--- src/sv/salru_pkg.sv ---
// Shared types, sizes and helper functions for the set-associative tag store.
// Used by the front end, the request queue, the lookup back end and the top level.
package salru_pkg;

  localparam int NUM_SETS    = 16;
  localparam int NUM_WAYS    = 4;
  localparam int ADDR_BITS   = 16;
  localparam int ADDR_W      = 16;
  localparam int SET_W       = (NUM_SETS > 1) ? $clog2(NUM_SETS) : 1;
  localparam int TAG_W       = ADDR_BITS - SET_W;
  localparam int WAY_W       = (NUM_WAYS > 1) ? $clog2(NUM_WAYS) : 1;
  localparam int WAY_USED_W  = 2;
  localparam int CNT_W       = 32;
  localparam int QUEUE_DEPTH = 2;
  localparam int QPTR_W      = (QUEUE_DEPTH > 1) ? $clog2(QUEUE_DEPTH) : 1;
  localparam int QCNT_W      = $clog2(QUEUE_DEPTH + 1);

  typedef logic [SET_W-1:0] set_idx_t;
  typedef logic [TAG_W-1:0] tag_t;
  typedef logic [WAY_W-1:0] way_t;
  typedef logic [CNT_W-1:0] count_t;

  // Recency order of one set: entry 0 is the oldest way.
  typedef logic [NUM_WAYS-1:0][WAY_W-1:0] order_t;

  typedef struct packed {
    set_idx_t set_idx;
    tag_t     tag;
  } lookup_req_t;

  typedef struct packed {
    logic              push;
    logic              pop;
    logic [QCNT_W-1:0] count;
  } queue_stat_t;

  function automatic order_t order_reset();
    order_t o;
    for (int w = 0; w < NUM_WAYS; w++) begin
      o[w] = WAY_W'(w);
    end
    return o;
  endfunction

  // Moves the way at position pos to the newest slot, shifting younger ways down.
  function automatic order_t make_newest(order_t o, way_t pos);
    order_t r;
    r = o;
    for (int i = 0; i < NUM_WAYS - 1; i++) begin
      if (WAY_W'(i) >= pos) begin
        r[i] = o[i + 1];
      end
    end
    r[NUM_WAYS-1] = o[pos];
    return r;
  endfunction

endpackage

--- src/sv/salru_front.sv ---
// Front end: accepts block addresses and splits them into set index and tag.
// Depends on salru_pkg; feeds salru_queue.
module salru_front import salru_pkg::*; (
  input  logic              clk,
  input  logic              rst,
  input  logic              in_valid,
  output logic              in_stall,
  input  logic [ADDR_W-1:0] block_address,
  output logic              req_valid,
  output lookup_req_t       req,
  input  logic              req_full
);

  logic        held;
  lookup_req_t held_req;
  logic        accept;
  logic        push;

  assign in_stall  = held && req_full;
  assign accept    = in_valid && !in_stall;
  assign push      = held && !req_full;
  assign req_valid = held;
  assign req       = held_req;

  always_ff @(posedge clk) begin
    if (rst) begin
      held <= 1'b0;
    end else if (accept) begin
      held <= 1'b1;
    end else if (push) begin
      held <= 1'b0;
    end
  end

  // Address bits above ADDR_BITS are dropped here.
  always_ff @(posedge clk) begin
    if (accept) begin
      held_req.set_idx <= block_address[SET_W-1:0];
      held_req.tag     <= block_address[ADDR_BITS-1:SET_W];
    end
  end

endmodule

--- src/sv/salru_queue.sv ---
// Short FIFO of lookup requests between the front end and the back end.
// Depends on salru_pkg.
module salru_queue import salru_pkg::*; (
  input  logic        clk,
  input  logic        rst,
  input  logic        push_valid,
  input  lookup_req_t push_data,
  output logic        full,
  output logic        pop_valid,
  output lookup_req_t pop_data,
  input  logic        pop,
  output queue_stat_t stat
);

  lookup_req_t       entries [QUEUE_DEPTH];
  logic [QPTR_W-1:0] wr_ptr;
  logic [QPTR_W-1:0] rd_ptr;
  logic [QCNT_W-1:0] count;
  logic              do_push;
  logic              do_pop;

  assign full      = (count == QCNT_W'(QUEUE_DEPTH));
  assign pop_valid = (count != '0);
  assign pop_data  = entries[rd_ptr];
  assign do_push   = push_valid && !full;
  assign do_pop    = pop && pop_valid;

  assign stat.push  = do_push;
  assign stat.pop   = do_pop;
  assign stat.count = count;

  always_ff @(posedge clk) begin
    if (rst) begin
      wr_ptr <= '0;
      rd_ptr <= '0;
      count  <= '0;
    end else begin
      if (do_push) begin
        wr_ptr <= (wr_ptr == QPTR_W'(QUEUE_DEPTH - 1)) ? '0 : wr_ptr + 1'b1;
      end
      if (do_pop) begin
        rd_ptr <= (rd_ptr == QPTR_W'(QUEUE_DEPTH - 1)) ? '0 : rd_ptr + 1'b1;
      end
      if (do_push && !do_pop) begin
        count <= count + 1'b1;
      end else if (do_pop && !do_push) begin
        count <= count - 1'b1;
      end
    end
  end

  always_ff @(posedge clk) begin
    if (do_push) begin
      entries[wr_ptr] <= push_data;
    end
  end

endmodule

--- src/sv/salru_back.sv ---
// Back end: tag compare, LRU update, refill on miss, counters and result register.
// Depends on salru_pkg; drains salru_queue.
module salru_back import salru_pkg::*; (
  input  logic                  clk,
  input  logic                  rst,
  input  logic                  req_valid,
  input  lookup_req_t           req,
  output logic                  req_pop,
  output logic                  out_valid,
  input  logic                  out_stall,
  output logic                  is_hit,
  output logic [WAY_USED_W-1:0] way_used,
  output count_t                hit_total,
  output count_t                miss_total
);

  logic [NUM_SETS-1:0][NUM_WAYS-1:0] valid_bits;
  logic [NUM_WAYS-1:0][TAG_W-1:0]    tag_store [NUM_SETS];
  order_t                            recency_order [NUM_SETS];
  count_t                            hit_counter;
  count_t                            miss_counter;

  logic   hit;
  way_t   way_sel;
  way_t   hit_pos;
  way_t   upd_pos;
  order_t cur_order;
  order_t order_next;

  assign req_pop    = req_valid && (!out_valid || !out_stall);
  assign hit_total  = hit_counter;
  assign miss_total = miss_counter;

  always_comb begin
    logic pos_found;
    pos_found = 1'b0;
    hit       = 1'b0;
    way_sel   = '0;
    hit_pos   = '0;
    cur_order = recency_order[req.set_idx];
    // Lowest matching valid way wins.
    for (int w = 0; w < NUM_WAYS; w++) begin
      if (!hit && valid_bits[req.set_idx][w] && tag_store[req.set_idx][w] == req.tag) begin
        hit     = 1'b1;
        way_sel = WAY_W'(w);
      end
    end
    for (int p = 0; p < NUM_WAYS; p++) begin
      if (!pos_found && cur_order[p] == way_sel) begin
        pos_found = 1'b1;
        hit_pos   = WAY_W'(p);
      end
    end
    if (!hit) begin
      way_sel = cur_order[0];
    end
    upd_pos    = hit ? hit_pos : '0;
    order_next = make_newest(cur_order, upd_pos);
  end

  always_ff @(posedge clk) begin
    if (rst) begin
      out_valid    <= 1'b0;
      valid_bits   <= '0;
      hit_counter  <= '0;
      miss_counter <= '0;
      for (int s = 0; s < NUM_SETS; s++) begin
        recency_order[s] <= order_reset();
      end
    end else begin
      if (req_pop) begin
        out_valid <= 1'b1;
      end else if (!out_stall) begin
        out_valid <= 1'b0;
      end
      if (req_pop) begin
        recency_order[req.set_idx] <= order_next;
        if (hit) begin
          if (hit_counter != '1) begin
            hit_counter <= hit_counter + 1'b1;
          end
        end else begin
          valid_bits[req.set_idx][way_sel] <= 1'b1;
          if (miss_counter != '1) begin
            miss_counter <= miss_counter + 1'b1;
          end
        end
      end
    end
  end

  always_ff @(posedge clk) begin
    if (req_pop) begin
      is_hit   <= hit;
      way_used <= WAY_USED_W'(way_sel);
      if (!hit) begin
        tag_store[req.set_idx][way_sel] <= req.tag;
      end
    end
  end

endmodule

--- src/sv/set_assoc_cache_lru_tags.sv ---
// Set-associative tag store with LRU replacement: 16 sets, 4 ways, 12-bit tags.
// A transaction passes through the front-end hold register, the request queue and the back-end result register.
// Throughput: one transaction per cycle while out_stall does not hold the back end, set by the lookup in the back end.
// No set-to-set hazard exists because lookup and update finish in the same back-end cycle.
// Synchronous active-high reset clears valid bits, counters, queue and LRU order at once;
// no clearing pass is needed and transactions are accepted in the first cycle after reset.
module set_assoc_cache_lru_tags import salru_pkg::*; (
  input  logic                  clk,
  input  logic                  rst,
  input  logic                  in_valid,
  output logic                  in_stall,
  input  logic [ADDR_W-1:0]     block_address,
  output logic                  out_valid,
  input  logic                  out_stall,
  output logic                  is_hit,
  output logic [WAY_USED_W-1:0] way_used,
  output count_t                hit_total,
  output count_t                miss_total
);

  // Front end to queue.
  logic        fq_valid;
  lookup_req_t fq_req;
  logic        fq_full;

  // Queue to back end.
  logic        qb_valid;
  lookup_req_t qb_req;
  logic        qb_pop;
  queue_stat_t q_stat;

  // The front end holds one address and splits it into set and tag. It only
  // stalls the input when it holds a transaction the queue cannot take.
  salru_front u_front (
    .clk           (clk),
    .rst           (rst),
    .in_valid      (in_valid),
    .in_stall      (in_stall),
    .block_address (block_address),
    .req_valid     (fq_valid),
    .req           (fq_req),
    .req_full      (fq_full)
  );

  // The queue absorbs output back-pressure so the front end keeps accepting
  // after the consumer stops, until the queue's two entries are full.
  salru_queue u_queue (
    .clk        (clk),
    .rst        (rst),
    .push_valid (fq_valid),
    .push_data  (fq_req),
    .full       (fq_full),
    .pop_valid  (qb_valid),
    .pop_data   (qb_req),
    .pop        (qb_pop),
    .stat       (q_stat)
  );

  // The back end compares all ways in parallel, updates recency and refills
  // on a miss, all in the cycle it loads the result register.
  salru_back u_back (
    .clk        (clk),
    .rst        (rst),
    .req_valid  (qb_valid),
    .req        (qb_req),
    .req_pop    (qb_pop),
    .out_valid  (out_valid),
    .out_stall  (out_stall),
    .is_hit     (is_hit),
    .way_used   (way_used),
    .hit_total  (hit_total),
    .miss_total (miss_total)
  );

`ifndef ASSERT_OFF
  // A reported hit implies a nonzero running hit total.
  a_hit_counted: assert property (@(posedge clk) disable iff (rst)
    out_valid && is_hit |-> hit_total != '0)
    else $error("hit reported with zero hit total");

  // A reported miss implies a nonzero running miss total.
  a_miss_counted: assert property (@(posedge clk) disable iff (rst)
    out_valid && !is_hit |-> miss_total != '0)
    else $error("miss reported with zero miss total");

  // The queue never holds more than its depth.
  a_queue_bound: assert property (@(posedge clk) disable iff (rst)
    q_stat.count <= QCNT_W'(QUEUE_DEPTH))
    else $error("request queue overflow");

  // A pop without a push leaves one fewer entry in the queue.
  a_queue_pop: assert property (@(posedge clk) disable iff (rst)
    q_stat.pop && !q_stat.push |=> q_stat.count == $past(q_stat.count) - 1'b1)
    else $error("request queue count out of step with pops");
`endif

endmodule
--- config.mk ---
export PLATFORM = sky130hd
export DESIGN_NAME = set_assoc_cache_lru_tags
export DESIGN_NICKNAME = d
export VERILOG_FILES = /design/src/sv/salru_pkg.sv /design/src/sv/salru_front.sv /design/src/sv/salru_queue.sv /design/src/sv/salru_back.sv /design/src/sv/set_assoc_cache_lru_tags.sv
export SDC_FILE = /design/constraint.sdc
export NUM_CORES = 1
export LEC_CHECK = 0
export BUFFER_PORTS_ARGS = -buffer_cell sky130_fd_sc_hd__buf_2
export CAP_MARGIN = 20
export CELL_PAD_IN_SITES_DETAIL_PLACEMENT = 0
export CELL_PAD_IN_SITES_GLOBAL_PLACEMENT = 1
export CORE_MARGIN = 2
export CORE_UTILIZATION = 40
export DETAILED_ROUTE_END_ITERATION = 8
export GPL_ROUTABILITY_DRIVEN = 0
export GPL_TIMING_DRIVEN = 1
export HOLD_SLACK_MARGIN = 0.1
export PLACE_DENSITY_LB_ADDON = 0.1
export SYNTH_ARGS = -nofsm -noshare
export SYNTH_HDL_FRONTEND = slang
export SYNTH_HIERARCHICAL = 1
export SYNTH_SLANG_ARGS = --single-unit
--- constraint.sdc ---
create_clock -name clk -period 4.97 [get_ports clk]
set_clock_uncertainty 0.05 [all_clocks]
set_input_delay 0.994 -clock clk [delete_from_list [all_inputs] [get_ports clk]]
set_output_delay 0.994 -clock clk [all_outputs]
set_load 0.05 [all_outputs]
==> After elaboration in Yosys (flattened, before gate mapping) <==
Memory sizes are Yosys's and may differ from the RTL's. A register that Yosys moved wholly into a read port is not among the register bits.
Cells that the tools add are included.
{ "totals": {"output_inout_bits": 69, "mem_bits_rw": 928, "mem_count": 3, "elab_cells": 148, "ff_bits": 153, "in_bits": 20} }
{ "op_classes": {"eq_ne": 12, "n_lt_le_gt_ge": 8, "n_bitwise": 2, "n_reduce_logical": 39, "n_mux": 51, "n_addsub": 6} }
{ "mem_list": {"columns": ["name", "depth", "word_bits", "rd", "rd_ports_with_merged_regs", "wr", "line_no", "rtl"], "rows": [
  ["u_back.tag_store", 16, 48, 1, 0, 1, "salru_back.sv:18", "logic [NUM_WAYS-1:0][TAG_W-1:0] tag_store [NUM_SETS];"],
  ["u_back.recency_order", 16, 8, 1, 0, 16, "salru_back.sv:19", "order_t recency_order [NUM_SETS];"],
  ["u_queue.entries", 2, 16, 1, 1, 1, "salru_queue.sv:15", "lookup_req_t entries [QUEUE_DEPTH];"]
]} }
{ "ops": {"columns": ["operator", "count"], "rows": [
  ["adder 32 x 1 -> 32 bit, second input constant", 2],
  ["!= test 32 bit, second input constant", 2],
  ["bitwise OR 64 bit", 1],
  ["equality test 12 bit", 4],
  ["2-to-1 mux 48 bit", 1],
  ["2-to-1 mux 1 bit", 28],
  ["demux 12 bit (select 2 bit)", 1],
  ["2-to-1 mux 2 bit", 12],
  ["logical AND 1 bit", 19],
  ["binary-select mux 4 bit (select 4 bit)", 1],
  ["demux 4 bit (select 4 bit)", 1],
  ["zero test 1 bit", 12],
  ["2-to-1 mux 12 bit", 1],
  ["2-to-1 mux 4 bit", 3],
  ["equality test 2 bit", 4],
  ["2-to-1 mux 8 bit", 1],
  ["OR reduction 8 bit", 1],
  ["less-than comparator 2 x 3 -> 1 bit, second input constant", 2],
  ["AND reduction 3 bit", 2],
  ["nonzero test 2 bit", 3],
  ["less-than comparator 4 x 5 -> 1 bit, second input constant", 1],
  ["binary-select mux 2 bit (select 2 bit)", 1],
  ["greater-or-equal comparator 1 x 2 -> 1 bit, first input constant", 2],
  ["greater-or-equal comparator 4 x 1 -> 1 bit, second input constant", 1],
  ["11 further kinds", 12]
]} }

==> Longest topological paths before layout <==
Gate-level depths: netlist of the first run.
{ "logic_depth": {"depth_word": 31, "ltp_mapped": 24, "depth_no_buf": 14} }

==> Cells and area by module <==
Netlist of the first run, hierarchy kept.
{ "modules_own_cells": {"columns": ["mod", "seq_area_each_um2", "area_per_inst_um2", "cells_each", "n_inst"], "rows": [
  ["salru_back", 29578.4, 42829.8, 2593, 1],
  ["salru_queue", 1061.0, 1390.1, 78, 1],
  ["salru_front", 500.5, 526.8, 21, 1]
]} }

==> Worst setup path after synthesis of the first run <==
OpenSTA, ideal clock, no wires.
{ "synth_timing": {"path_type": "flip-flop to flip-flop", "start": "register with a tool-made name", "end": "memory u_back/tag_store[0][0] (netlist bit), enable pin", "path_slack_ns": -0.197, "required_ns": 4.540, "arrival_ns": 4.736, "period_less_slack_ns": 5.167, "stages_incl_launch_ff": 16, "path_buffers": 5, "setup_ns": 0.380, "cell_sequence": "dfxtp_1 > buf_2 > buf_2 > mux2_1 > clkbuf_1 > clkinv_1 > nand2_1 > a32oi_1 > or2_2 > a2111o_1 > nor2_1 > a21oi_1 > or2_2 > clkbuf_1 > clkbuf_1 > nor2_1"} }
{ "synth_lines": {"columns": ["element", "line_no"], "rows": [
  ["end, declared", "salru_back.sv:18"]
]} }

==> impl_metrics.json, run 1 <==
{
  "drt_wl_total_microns": 129000,
  "dpl.hpwl_microns": 87400,
  "path_class": "flop to flop",
  "setup_violations": 27,
  "slew_violations": 0,
  "vdd_drop_max_mv": 0.335,
  "min_period_ns": 5.00,
  "critPathMaxStageDelay_ns": 0.52,
  "drive_gt1_frac": 0.344,
  "worstHoldPathType": "flop to flop",
  "clockBufferDepth": 3,
  "n_antenna_cell": 0,
  "crit_top_cell": "buf_12",
  "drt_iter0_markers": 2031,
  "seqPwrFrac": 0.397,
  "postSynthCellCount": 2689,
  "power_leakage_nw": 18.8,
  "synth_area_sq_um": 44700,
  "worstPathArrival_ns": 5.39,
  "max-cap-violations": 0,
  "rsz0062_at_grt": "true",
  "status": "finished with violations",
  "clk-insertion-delay-late_ns": 0.71,
  "core_sq_um": 111000,
  "place_ws_ns": -0.638,
  "worst_slack_ns": -0.0314,
  "detail_route.wl_per_cell_microns": 27.1,
  "tns_ns": -0.420,
  "p_int_mw": 18.9,
  "drt-pass1-iter-count": 5,
  "worst_pin_slew_ns": 1.01,
  "overflow": 0,
  "dp_cells": 4520,
  "pwr-share-clk": 0.313,
  "cts.clk_slew.worst_paths_ns": 0.06,
  "power_density_nw_per_um2": 493,
  "cp_slowest_cell": "mux4_2",
  "initial_core_util": 0.404,
  "cts-hold-fix-buffers": 0,
  "cts_buffers": 114,
  "switching_share": 0.301,
  "cts_root_buf": "clkbuf_16",
  "final_net_count": 3206,
  "numPortBuffers": 88,
  "drc": 0,
  "path_cells": "buf_12 -> mux2_8 -> buf_12 -> mux4_2 -> mux4_2 -> xor2_2 -> or2_4 -> a2111o_1 -> nor2_1 -> buf_4 -> o2bb2ai_1 -> a21o_1 -> a211oi_4 -> a21o_2 -> mux2i_2 -> buf_12 -> nor2_1",
  "vias": 26000,
  "die_y_microns": 338,
  "ys_warn_count": 6,
  "cp-start-kind": "flop",
  "critPathMaxFanout": 16,
  "slew_headroom": 0.326,
  "r2r_setup_slack_ns": -0.03,
  "grt_pass1_vias": 26900,
  "clock_sinks": 1082,
  "power_frac_comb": 0.290,
  "finalCritPeriodShare": 1.01,
  "violations": "setup timing",
  "fmax_ghz": 0.200,
  "area_delta_synth_final_pct": 23.0,
  "grt_max_degree": 81,
  "avgViaCountPerCell": 5.45,
  "fin_cells": 4768,
  "boundaryPins": 89,
  "htree_levels": 3,
  "synth_fp_nets": 2712,
  "grt_usage": 0.224,
  "num_rows": 122,
  "critPathCaptureType": "flop",
  "ant_nets": 0,
  "finalHoldViolCount": 0,
  "p_sw_mw": 8.17,
  "antenna_found_initial": 0,
  "syn_avg_cell_area_sq_um": 16.6,
  "cts_tree": "yes",
  "die-area_sq_um": 115000,
  "cp.required_ns": 5.36,
  "die_width_microns": 338,
  "grt_pass1_wl_microns": 188000
}
## power by group through the flow
stage / sequential, mW / combinational (mW) / clock (mW)
detailed placement: 11.0 / 7.43 / 0
CTS: 10.8 / 7.68 / 8.68
floorplan: 11.0 / 4.01 / 0
finish: 10.8 / 7.86 / 8.49
global route: 10.8 / 8.30 / 9.05
global placement: 10.9 / 7.39 / 0
## metrics by stage
step	hold WS (ns)	total power, mW	util	cell area, sq um
floorplan	0.371	15.0	-	44700
global placement	0.386	18.3	0.454	50300
detailed placement	0.385	18.4	0.454	50300
CTS	0.366	27.1	0.491	54500
global route	0.390	28.1	0.496	55000
finish	0.397	27.1	0.496	55000
## placed cells by master (no fill, tap or decap), types with 28 or more instances in the layout
| master | instances |
|---|---|
| edfxtp_1 | 947 |
| buf_4 | 330 |
| nor2_1 | 275 |
| mux4_2 | 221 |
| nand2_1 | 139 |
| dfxtp_1 | 134 |
| clkbuf_16 | 119 |
| mux2i_1 | 104 |
| buf_12 | 93 |
| a21oi_1 | 88 |
| buf_2 | 87 |
| xor2_1 | 63 |
| xnor2_1 | 52 |
| mux2_2 | 43 |
| nand3_1 | 38 |
| nor2_2 | 37 |
| clkinv_1 | 28 |
| clkinv_2 | 28 |
## flip-flops by register name, summed over array words and instances (netlist names), 2 cells and up, named ones only
| register | cells |
|---|---|
| u_back/hit_total | 32 |
| u_back/tag_store | 768 |
| u_back/miss_total | 32 |
| u_queue/count | 2 |
| u_back/way_used | 2 |
| u_front/req | 16 |
| u_queue/entries | 32 |
| u_back/recency_order | 128 |
| u_back/valid_bits | 64 |
## what timing repair did
item,in CTS,in global routing
pin swaps,1,4
resized for setup,38,111
endpoints found under the setup margin,1013,864
gates cloned,2,3
setup buffers,20,9
## worst max-delay path: cells and delay by family (launching register included)
kind            cells  cell delay [ns]
compound gates      5             1.37
flops               1             0.38
xor+xnor            1             0.17
simple gates        3             0.43
buf+inv             4             0.65
mux                 4             1.67
## layout make-up
| class | instances | area [sq um] |
|---|---|---|
| clock inverters | 76 | 687 |
| well taps | 1488 | 1860 |
| inverters | 19 | 71.3 |
| flip-flops and latches | 1082 | 31100 |
| repair buffers | 525 | 5010 |
| multi-input cells | 1441 | 13200 |
| clock buffers | 137 | 3070 |
| fillers | 9371 | 55800 |
## per-layer routing
layer	wire length (microns)	track usage	vias up
li1	-	-	11400
met1	55500	0.302	13700
met2	64200	0.380	726
met3	6170	0.0292	160
met4	3340	0.0654	0
met5	0	0	-
## path summary, 6_finish.rpt
check / start / endpoint / cells after the start
worst max-delay path: flop / u_back/recency_order[1][0] / 17
worst min-delay path: u_front/req[14] / u_queue/entries[0][14] / 0
worst max register to register: flop / u_back/recency_order[1][0] / 17
worst min register to register: u_front/req[14] / u_queue/entries[0][14] / 0
(Power assumes the default switching activity.)
==> inputs of run 2 (changes only) <==
- PLACE_DENSITY: not set -> 0.71
- PLACE_DENSITY_LB_ADDON: 0.1 -> not set
==> impl_metrics.json, run 2 (synthesized netlist as in run 1, its figures left out) <==
{
  "rsz0062_at_grt": "true",
  "path_buf_inv": 6,
  "drive_gt1_frac": 0.310,
  "grt_pass1_wl_microns": 173000,
  "cts-hold-fix-buffers": 0,
  "critPathMaxFanout": 8,
  "n_antenna_cell": 0,
  "path_delay_family": "compound AO/OA/AOI/OAI gates",
  "min_period_ns": 4.97,
  "detail_route.wl_per_cell_microns": 25.9,
  "grt_pass1_vias": 26500,
  "setup_violations": 0,
  "vdd_drop_max_mv": 0.283,
  "dp_cells": 4416,
  "place_ws_ns": -0.220,
  "cp-start-kind": "flop",
  "final_net_count": 3112,
  "worst_slack_ns": 0.00000311,
  "finalCritPeriodShare": 1.00,
  "place_area_sq_um": 49400,
  "drc": 0,
  "drt-pass1-iter-count": 5,
  "numPortBuffers": 88,
  "cts.clk_slew.worst_paths_ns": 0.06,
  "r2r-end": "u_back/recency_order[9][7]",
  "hold_end": "u_queue/entries[0][6]",
  "r2r_setup_slack_ns": 0.000003,
  "die_y_microns": 338,
  "cp_slowest_cell": "mux2_8",
  "holdWs_ns": 0.401,
  "critPathCaptureType": "flop",
  "num_rows": 122,
  "power_leakage_nw": 18.2,
  "cp.required_ns": 5.34,
  "min_from": "u_front/req[6]",
  "dpl.hpwl_microns": 77900,
  "status": "completed",
  "area_delta_synth_final_pct": 21.0,
  "crit_top_cell": "buf_4",
  "worstHoldPathType": "flop to flop",
  "die-area_sq_um": 115000,
  "max-cap-violations": 0,
  "boundaryPins": 89,
  "clk-insertion-delay-late_ns": 0.70,
  "antenna_found_initial": 1,
  "die_width_microns": 338,
  "grt_usage": 0.203,
  "htree_levels": 3,
  "cts_buffers": 110,
  "tns_ns": 0,
  "largestRegisters": "u_back/tag_store x768, u_back/recency_order x128, u_back/valid_bits x64",
  "avgViaCountPerCell": 5.59,
  "clockBufferDepth": 3,
  "worst_pin_slew_ns": 0.976,
  "drt_wl_total_microns": 121000,
  "final_cell_area_sq_um": 54100,
  "fin_cells": 4666,
  "ant_nets": 0,
  "critPathMaxStageDelay_ns": 0.44,
  "slew_violations": 0,
  "slew_headroom": 0.344,
  "largest_reg_flops": 768,
  "path_class": "flop to flop",
  "overflow": 0,
  "final_common_cell": "edfxtp_1",
  "cts_root_buf": "clkbuf_16",
  "regMostFlops": "u_back/tag_store",
  "core_sq_um": 111000,
  "final_cell_mix": "947 x edfxtp_1, 297 x nor2_1, 235 x buf_4",
  "cts_tree": "yes",
  "fillers": 9162,
  "path_cells": "buf_6 -> mux2_8 -> buf_4 -> buf_4 -> mux2i_1 -> a22oi_2 -> buf_4 -> a32oi_1 -> a21oi_1 -> nor4bb_2 -> nand3_1 -> o2111ai_1 -> o311ai_4 -> a21o_1 -> buf_4 -> a32oi_1 -> nand3_1 -> mux2i_4 -> clkbuf_16 -> nand2_1",
  "vias": 26100,
  "grt_max_degree": 81,
  "min_path_cells": 0,
  "drt_iter0_markers": 2525,
  "fmax_ghz": 0.201,
  "finalHoldViolCount": 0,
  "reg2reg_depth": 20,
  "clock_sinks": 1082,
  "initial_core_util": 0.404,
  "worstPathArrival_ns": 5.34,
  "power_density_nw_per_um2": 486
}
[run 2: cell count changes in the layout (fill, tap and decap cells not counted), sizes merged]
cell | previous run | this run
mux2 | 50 | 51
clkinv | 60 | 47
buf | 522 | 430
inv | 19 | 18
clkinvlp | 5 | 8
[run 2: worst max-delay path by stage]
stage	slack, ns	endpoint	cells after the start	start
floorplan	-0.13	u_back/tag_store[0][0]	21	flop
global placement	-0.16	u_back/recency_order[8][6]	20	flop
detailed placement	-0.22	u_back/recency_order[9][6]	18	flop
CTS	-0.0007	u_back/hit_total[27]	20	flop
global route	-0.07	u_back/recency_order[8][7]	19	flop
finish	0.000003	u_back/recency_order[9][7]	20	flop
[run 2: per-stage QoR]
step                power, mW   util
global route             27.2  0.488
CTS                      25.9  0.479
floorplan                15.0      -
finish                   26.3  0.488
global placement         17.6  0.446
detailed placement       17.7  0.446
[run 2: metal layers]
metal / track usage / wire length, microns / vias up / share of wire
met5: 0 / 0 / - / 0
met4: 0.0672 / 3900 / 0 / 0.032
met3: 0.0338 / 9000 / 225 / 0.075
met2: 0.345 / 59800 / 1065 / 0.50
met1: 0.266 / 48100 / 13600 / 0.40
li1: - / - / 11200 / -
[run 2: area by class of cell]
type | count | area [sq um] | area share
clock buffers | 136 | 2900 | 0.0536
clock inverters | 65 | 669 | 0.0124
inverters | 19 | 77.6 | 0.00143
multi-input cells | 1442 | 13200 | 0.243
flip-flops and latches | 1082 | 31100 | 0.576
well taps | 1488 | 1860 | 0.0344
repair buffers | 434 | 4290 | 0.0793
[run 2: power by group]
| part | total (mW) | switching [mW] | internal [mW] |
|---|---|---|---|
| sequential | 10.8 | 0.107 | 10.7 |
| clock | 8.14 | 3.42 | 4.72 |
| combinational | 7.39 | 4.37 | 3.02 |
[run 2: worst reg2reg max path, delay by kind of cell, from the launching register on]
family | cells | cell delay (ns)
AO/OA/AOI/OAI | 7 | 1.42
buffers and inverters | 6 | 1.12
flip-flops | 1 | 0.41
multiplexers | 3 | 0.95
AND/OR/NAND/NOR | 4 | 0.74
[run 2: what timing repair did]
| item | 4_1_cts | 5_1_grt |
|---|---|---|
| gates resized for setup | 17 | 127 |
| setup endpoints to repair | 652 | 862 |
| buffers inserted | 4 | 41 |
| cloned | 2 | 6 |
| pin swaps | 1 | 29 |
